[src/hw/rtl/thf_pkg.sv]
// Shared types, constants and helper functions for the Threefish cipher block.
package thf_pkg;

   localparam int MaxWords = 16;
   localparam int KeyWords = MaxWords + 1;
   localparam logic [63:0] KsConst = 64'h1BD11BDAA9FC1A22;

   typedef logic [63:0] word_type;
   typedef logic [3:0]  windex_type;

   // Request codes of the input channel.
   typedef enum logic [1:0] {
      REQ_KEY   = 2'd0,
      REQ_TWEAK = 2'd1,
      REQ_DATA  = 2'd2,
      REQ_NONE  = 2'd3
   } req_kind_type;

   // Configuration register indexes.
   localparam logic CSR_WIDE_BLOCK   = 1'b0;
   localparam logic CSR_DECRYPT_MODE = 1'b1;

   // Last word index and last key-schedule index for each block size.
   localparam windex_type LAST_NARROW = 4'd7;
   localparam windex_type LAST_WIDE   = 4'd15;

   // Last injection index from zero: one before the first round and one after every four rounds.
   localparam logic [4:0] INJ_LAST_NARROW = 5'd18;
   localparam logic [4:0] INJ_LAST_WIDE   = 5'd20;

   // Commands from the controller to the datapath.
   typedef struct packed {
      logic load;
      logic inject;
      logic mix;
      logic shift;
   } cmd_type;

   // Status from the datapath to the controller.
   typedef struct packed {
      logic trigger;
      logic wide;
   } status_type;

   localparam logic [5:0] ROT8 [8][4] = '{
      '{6'd46, 6'd36, 6'd19, 6'd37}, '{6'd33, 6'd27, 6'd14, 6'd42},
      '{6'd17, 6'd49, 6'd36, 6'd39}, '{6'd44, 6'd9,  6'd54, 6'd56},
      '{6'd39, 6'd30, 6'd34, 6'd24}, '{6'd13, 6'd50, 6'd10, 6'd17},
      '{6'd25, 6'd29, 6'd39, 6'd43}, '{6'd8,  6'd35, 6'd56, 6'd22}};

   localparam logic [5:0] ROT16 [8][8] = '{
      '{6'd24, 6'd13, 6'd8,  6'd47, 6'd8,  6'd17, 6'd22, 6'd37},
      '{6'd38, 6'd19, 6'd10, 6'd55, 6'd49, 6'd18, 6'd23, 6'd52},
      '{6'd33, 6'd4,  6'd51, 6'd13, 6'd34, 6'd41, 6'd59, 6'd17},
      '{6'd5,  6'd20, 6'd48, 6'd41, 6'd47, 6'd28, 6'd16, 6'd25},
      '{6'd41, 6'd9,  6'd37, 6'd31, 6'd12, 6'd47, 6'd44, 6'd30},
      '{6'd16, 6'd34, 6'd56, 6'd51, 6'd4,  6'd53, 6'd42, 6'd41},
      '{6'd31, 6'd44, 6'd47, 6'd46, 6'd19, 6'd42, 6'd44, 6'd25},
      '{6'd9,  6'd48, 6'd35, 6'd52, 6'd23, 6'd31, 6'd37, 6'd20}};

   localparam logic [3:0] PERM8 [8]   = '{4'd2, 4'd1, 4'd4, 4'd7, 4'd6, 4'd5, 4'd0, 4'd3};
   localparam logic [3:0] IPERM8 [8]  = '{4'd6, 4'd1, 4'd0, 4'd7, 4'd2, 4'd5, 4'd4, 4'd3};
   localparam logic [3:0] PERM16 [16] = '{4'd0, 4'd9, 4'd2, 4'd13, 4'd6, 4'd11, 4'd4, 4'd15,
                                          4'd10, 4'd7, 4'd12, 4'd3, 4'd14, 4'd5, 4'd8, 4'd1};
   localparam logic [3:0] IPERM16 [16] = '{4'd0, 4'd15, 4'd2, 4'd11, 4'd6, 4'd13, 4'd4, 4'd9,
                                           4'd14, 4'd1, 4'd8, 4'd5, 4'd10, 4'd3, 4'd12, 4'd7};

   // Rotation amount of pair j in round d.
   function automatic logic [5:0] rot_amt(input logic wide, input logic [2:0] d,
                                          input logic [2:0] j);
      return wide ? ROT16[d][j] : ROT8[d][j[1:0]];
   endfunction

   // Source lane of output lane i after the word permutation.
   function automatic logic [3:0] perm_at(input logic wide, input logic [3:0] i);
      return wide ? PERM16[i] : (i[3] ? i : PERM8[i[2:0]]);
   endfunction

   // Source lane for undoing the word permutation.
   function automatic logic [3:0] iperm_at(input logic wide, input logic [3:0] i);
      return wide ? IPERM16[i] : (i[3] ? i : IPERM8[i[2:0]]);
   endfunction

   function automatic word_type rotl(input word_type x, input logic [5:0] n);
      logic [127:0] w;
      w = {x, x} << n;
      return w[127:64];
   endfunction

   function automatic word_type rotr(input word_type x, input logic [5:0] n);
      logic [127:0] w;
      w = {x, x} >> n;
      return w[63:0];
   endfunction

endpackage

[src/hw/rtl/thf_ctrl.sv]
// Sequencer for load, key injection, mixing rounds and result emission.
module thf_ctrl (
   input  logic               clock,
   input  logic               reset,
   input  thf_pkg::status_type status,
   input  logic               rsp_fire,
   output thf_pkg::cmd_type   cmd,
   output logic               req_ready,
   output logic               rsp_valid,
   output logic [3:0]         out_index,
   output logic               last_word
);
   import thf_pkg::*;

   typedef enum logic [4:0] {
      ST_IDLE   = 5'b00001,
      ST_LOAD   = 5'b00010,
      ST_INJECT = 5'b00100,
      ST_MIX    = 5'b01000,
      ST_EMIT   = 5'b10000
   } state_type;

   state_type  state_ff, state_in;
   logic [1:0] rnd_ff, rnd_in;
   logic [4:0] inj_ff, inj_in;
   logic [3:0] idx_ff, idx_in;
   windex_type last_idx;
   logic [4:0] inj_last;

   assign last_idx = status.wide ? LAST_WIDE : LAST_NARROW;
   assign inj_last = status.wide ? INJ_LAST_WIDE : INJ_LAST_NARROW;

   // Next state and counters.
   always_comb begin
      state_in = state_ff;
      rnd_in   = rnd_ff;
      inj_in   = inj_ff;
      idx_in   = idx_ff;
      case (state_ff)
         ST_IDLE: begin
            if (status.trigger) state_in = ST_LOAD;
         end
         ST_LOAD: begin
            inj_in   = '0;
            state_in = ST_INJECT;
         end
         ST_INJECT: begin
            rnd_in = '0;
            idx_in = '0;
            if (inj_ff == inj_last) begin
               state_in = ST_EMIT;
            end else begin
               state_in = ST_MIX;
            end
            inj_in = inj_ff + 5'd1;
         end
         ST_MIX: begin
            rnd_in = rnd_ff + 2'd1;
            if (rnd_ff == 2'd3) state_in = ST_INJECT;
         end
         ST_EMIT: begin
            if (rsp_fire) begin
               idx_in = idx_ff + 4'd1;
               if (idx_ff == last_idx) state_in = ST_IDLE;
            end
         end
         default: state_in = ST_IDLE;
      endcase
   end

   always_ff @(posedge clock) begin
      if (reset) begin
         state_ff <= ST_IDLE;
         rnd_ff   <= '0;
         inj_ff   <= '0;
         idx_ff   <= '0;
      end else begin
         state_ff <= state_in;
         rnd_ff   <= rnd_in;
         inj_ff   <= inj_in;
         idx_ff   <= idx_in;
      end
   end

   // Commands and handshake outputs.
   assign cmd.load   = (state_ff == ST_LOAD);
   assign cmd.inject = (state_ff == ST_INJECT);
   assign cmd.mix    = (state_ff == ST_MIX);
   assign cmd.shift  = rsp_fire;
   assign req_ready  = (state_ff == ST_IDLE);
   assign rsp_valid  = (state_ff == ST_EMIT);
   assign out_index  = idx_ff;
   assign last_word  = (idx_ff == last_idx);

endmodule

[config.mk]
export PLATFORM = sky130hd
export DESIGN_NAME = thf_ctrl
export DESIGN_NICKNAME = d
export VERILOG_FILES = /design/src/hw/rtl/thf_pkg.sv /design/src/hw/rtl/thf_ctrl.sv
export SDC_FILE = /design/constraint.sdc
export NUM_CORES = 1
export LEC_CHECK = 0
export BUFFER_PORTS_ARGS = -buffer_cell sky130_fd_sc_hd__buf_2
export CORE_AREA = 2 2 42 44
export CTS_BUF_LIST = sky130_fd_sc_hd__clkbuf_8
export DETAILED_ROUTE_END_ITERATION = 7
export DIE_AREA = 0 0 44 46
export GPL_TIMING_DRIVEN = 0
export MAX_ROUTING_LAYER = met4
export PLACE_DENSITY = 0.89
export SLEW_MARGIN = 10
export SYNTH_ARGS = -nofsm -noshare
export SYNTH_HDL_FRONTEND = slang
export SYNTH_SLANG_ARGS = --single-unit
export TNS_END_PERCENT = 5
[constraint.sdc]
create_clock -name clock -period 2.6 [get_ports clock]
set_clock_uncertainty 0.15 [all_clocks]
set_input_delay 0.39 -clock clock [delete_from_list [all_inputs] [get_ports clock]]
set_output_delay 0.39 -clock clock [all_outputs]
set_load 0.03 [all_outputs]
==> results.cfg <==
[sta]
hold_viol = 0
layout_min_cycle_time_ns = 1.932
period_share = 0.7430
max-slew-margin-rel = 0.7163
fmax_ghz = 0.5177
finalSetupTns_ns = 0
slew_violations = 0
hold-worst-slack_ns = 0.2470
setup_viol = 0
rsz0062_at_grt = false
fin_ws_ns = 0.6682
worst_slew_pin_slew_ns = 0.4256

[clock_network]
root_buffer = clkbuf_8
tritoncts = built
clk_latency_ns = 0.25
cts_setup_buffers = 0
htreeDepth = 1
clock-sinks = 16
cts_resized = 0
ctsHoldBuffers = 0
clk_pin_slew_ns = 0.06
cts_max_path_buffers = 2
numCtsBuffers = 3

[critical_path]
crit_type = reg -> out
cp_num_buf_inv = 3
cp_slowest_stage_delay_ns = 0.30
crit_path_start = state_ff[1]
critPathTopFamily = buffers and inverters
crit_fanout = 10
arrival_ns = 1.39
cp_cell_sequence = clkbuf_8 > nor2_4 > nand3_4 > inv_2 > buf_2
crit_path_start_kind = register
crit_required_ns = 2.06
cp_slowest_cell = dfxtp_1
end_kind = output port
r2r_start = state_ff[2]

[detailed_routing]
drt_first_pass_iters = 4
wl_per_cell_um = 13.05
via_per_inst = 5.639
ant_nets = 0
drtIter0Drc = 15
vias = 812
wl_um = 1879
drc_errors = 0

[logic_synthesis]
ys_seq_elements = 16
synth-xor-area-share = 0.05833
synthCells = 108
synth_compound_gate_area_share = 0.1347
synth-seq-area-share = 0.3556
yosysUniqueCellTypes = 36
synth_area_per_cell_um2 = 8.341
synthesis.area_um2 = 900.9
synth-simple-area-share = 0.3250
synth_fp_nets = 116
synth_top_family_by_area = simple AND/OR/NAND/NOR gates
synthMuxAreaShare = 0.01111
yosysWarnings = 0
synth-adder-area-share = 0.04167

[placement]
io_buffer_count = 15
dp_slack_ns = 0.9506
gp_congestion = 0.8459
dp_hpwl_um = 1441

[layout]
area_delta_synth_final_pct = 16.81
nFillCells = 148
seq_area_um2 = 320.3
nNetsFinal = 136
multi_input_area_um2 = 514.2
diodes = 0
drive_gt1_frac = 0.2441

[die]
dieWidth_um = 44
die_h_um = 46
core_mm2 = 0.001614
start_util = 0.5581
placementRows = 15
dieArea_mm2 = 0.002024
ios = 16

[min_path]
hold_path_class = in -> reg
hp-start = reset

[global_routing]
grt_first_pass_wirelength_um = 3146
antenna_found_initial = 0
grt_pass1_vias = 752
grt_overflow = 0
grt_usage = 0.2239
grt_max_degree = 11

[flow_run]
drv_cap = 0

[outcome]
outcome = finished, final reports clean

[power_and_ir_drop]
finalPower_uw = 819.9
peakVddDrop_mv = 0.5134
power_per_cell_area_mw_per_mm2 = 779.2
cellLeakagePower_nw = 0.4726
[state kept, by name, summed over array words and instances (netlist names)]
name,count
state_ff,5
rnd_ff,2
out_index,4
inj_ff,5
[layout make-up]
class / count / share of cell area
tap: 17 / 0.02021
sequential: 16 / 0.3044
buffer: 5 / 0.04162
inverter: 6 / 0.02140
timing repair buffer: 15 / 0.07134
multi-input combinational: 81 / 0.4887
clock buffer: 4 / 0.05232
[worst paths after layout]
path                 end  slack, ns  cells after the start
min          state_ff[2]       0.25                      2
min reg2reg    rnd_ff[0]       0.33                      2
max reg2reg  state_ff[0]       1.04                      5
max               cmd[2]       0.67                      5
[per-stage QoR]
stage	cells	area, um2	util
global route	144	1052	0.6519
detailed placement	140	997.2	0.6178
floorplan	108	900.9	-
global placement	140	997.2	0.6178
finish	144	1052	0.6519
CTS	144	1052	0.6519
[where the power goes]
group | switching [mW] | leakage (nW) | internal, mW
Combinational | 0.185 | 0.314 | 0.110
Sequential | 0.0332 | 0.130 | 0.268
Clock | 0.0891 | 0.0288 | 0.135
[synth_stat cells]
master	instances	area, um2
or3_1	1	6.260
a21oi_1	9	45.04
a31oi_1	1	6.260
and3b_1	1	8.760
nor2_4	2	22.52
a22oi_1	1	7.510
and3b_2	1	10.01
nand2b_1	1	6.260
nor3_1	3	15.01
xor2_1	6	52.55
nand2_1	8	30.03
nand3b_1	1	7.510
nor3_2	1	10.01
nor3b_1	2	15.01
and3_1	1	6.260
clkbuf_1	1	3.750
nor2_1	11	41.29
and2_1	1	6.260
inv_2	1	3.750
buf_6	1	11.26
clkbuf_8	1	13.76
inv_1	5	18.77
o21ai_0	3	15.01
o221ai_2	1	15.01
or2_0	1	6.260
nand3_1	14	70.07
dfxtp_1	16	320.3
o211ai_1	2	15.01
o211a_1	1	10.01
mux2i_1	1	10.01
a211oi_1	1	7.510
ha_1	3	37.54
buf_4	2	15.01
nand3_4	1	17.52
and3_2	1	7.510
nor4_1	1	6.260
[cells by family (layout without fill, tap and decap cells)]
logic type | Yosys count | count (layout)
AND/OR/NAND/NOR | 52 | 52
XOR/XNOR | 6 | 6
multiplexers | 1 | 1
adder cells (fa/ha/maj) | 3 | 3
AO/OA/AOI/OAI | 19 | 19
flip-flops | 16 | 16
buffers and inverters | 11 | 30
[per-layer routing]
layer  global-route usage  share of wire
met3              0.04762          0.039
met1               0.2591           0.45
met4               0.1152          0.020
met5                    -              0
met2               0.3647           0.49
[cells in the final DEF, fill, tap and decap left out, types with 2 or more instances in the layout]
| cell type | Yosys | final |
|---|---|---|
| nor2_4 | 2 | 2 |
| buf_2 | 0 | 15 |
| o21ai_0 | 3 | 3 |
| buf_4 | 2 | 2 |
| nor3b_1 | 2 | 2 |
| o211ai_1 | 2 | 2 |
| a21oi_1 | 9 | 9 |
| nand2_1 | 8 | 8 |
| dfxtp_1 | 16 | 16 |
| xor2_1 | 6 | 6 |
| nor2_1 | 11 | 11 |
| ha_1 | 3 | 3 |
| nor3_1 | 3 | 3 |
| nand3_1 | 14 | 14 |
| inv_1 | 5 | 5 |
| clkbuf_8 | 1 | 5 |
Power figures use the tool's default switching activity.
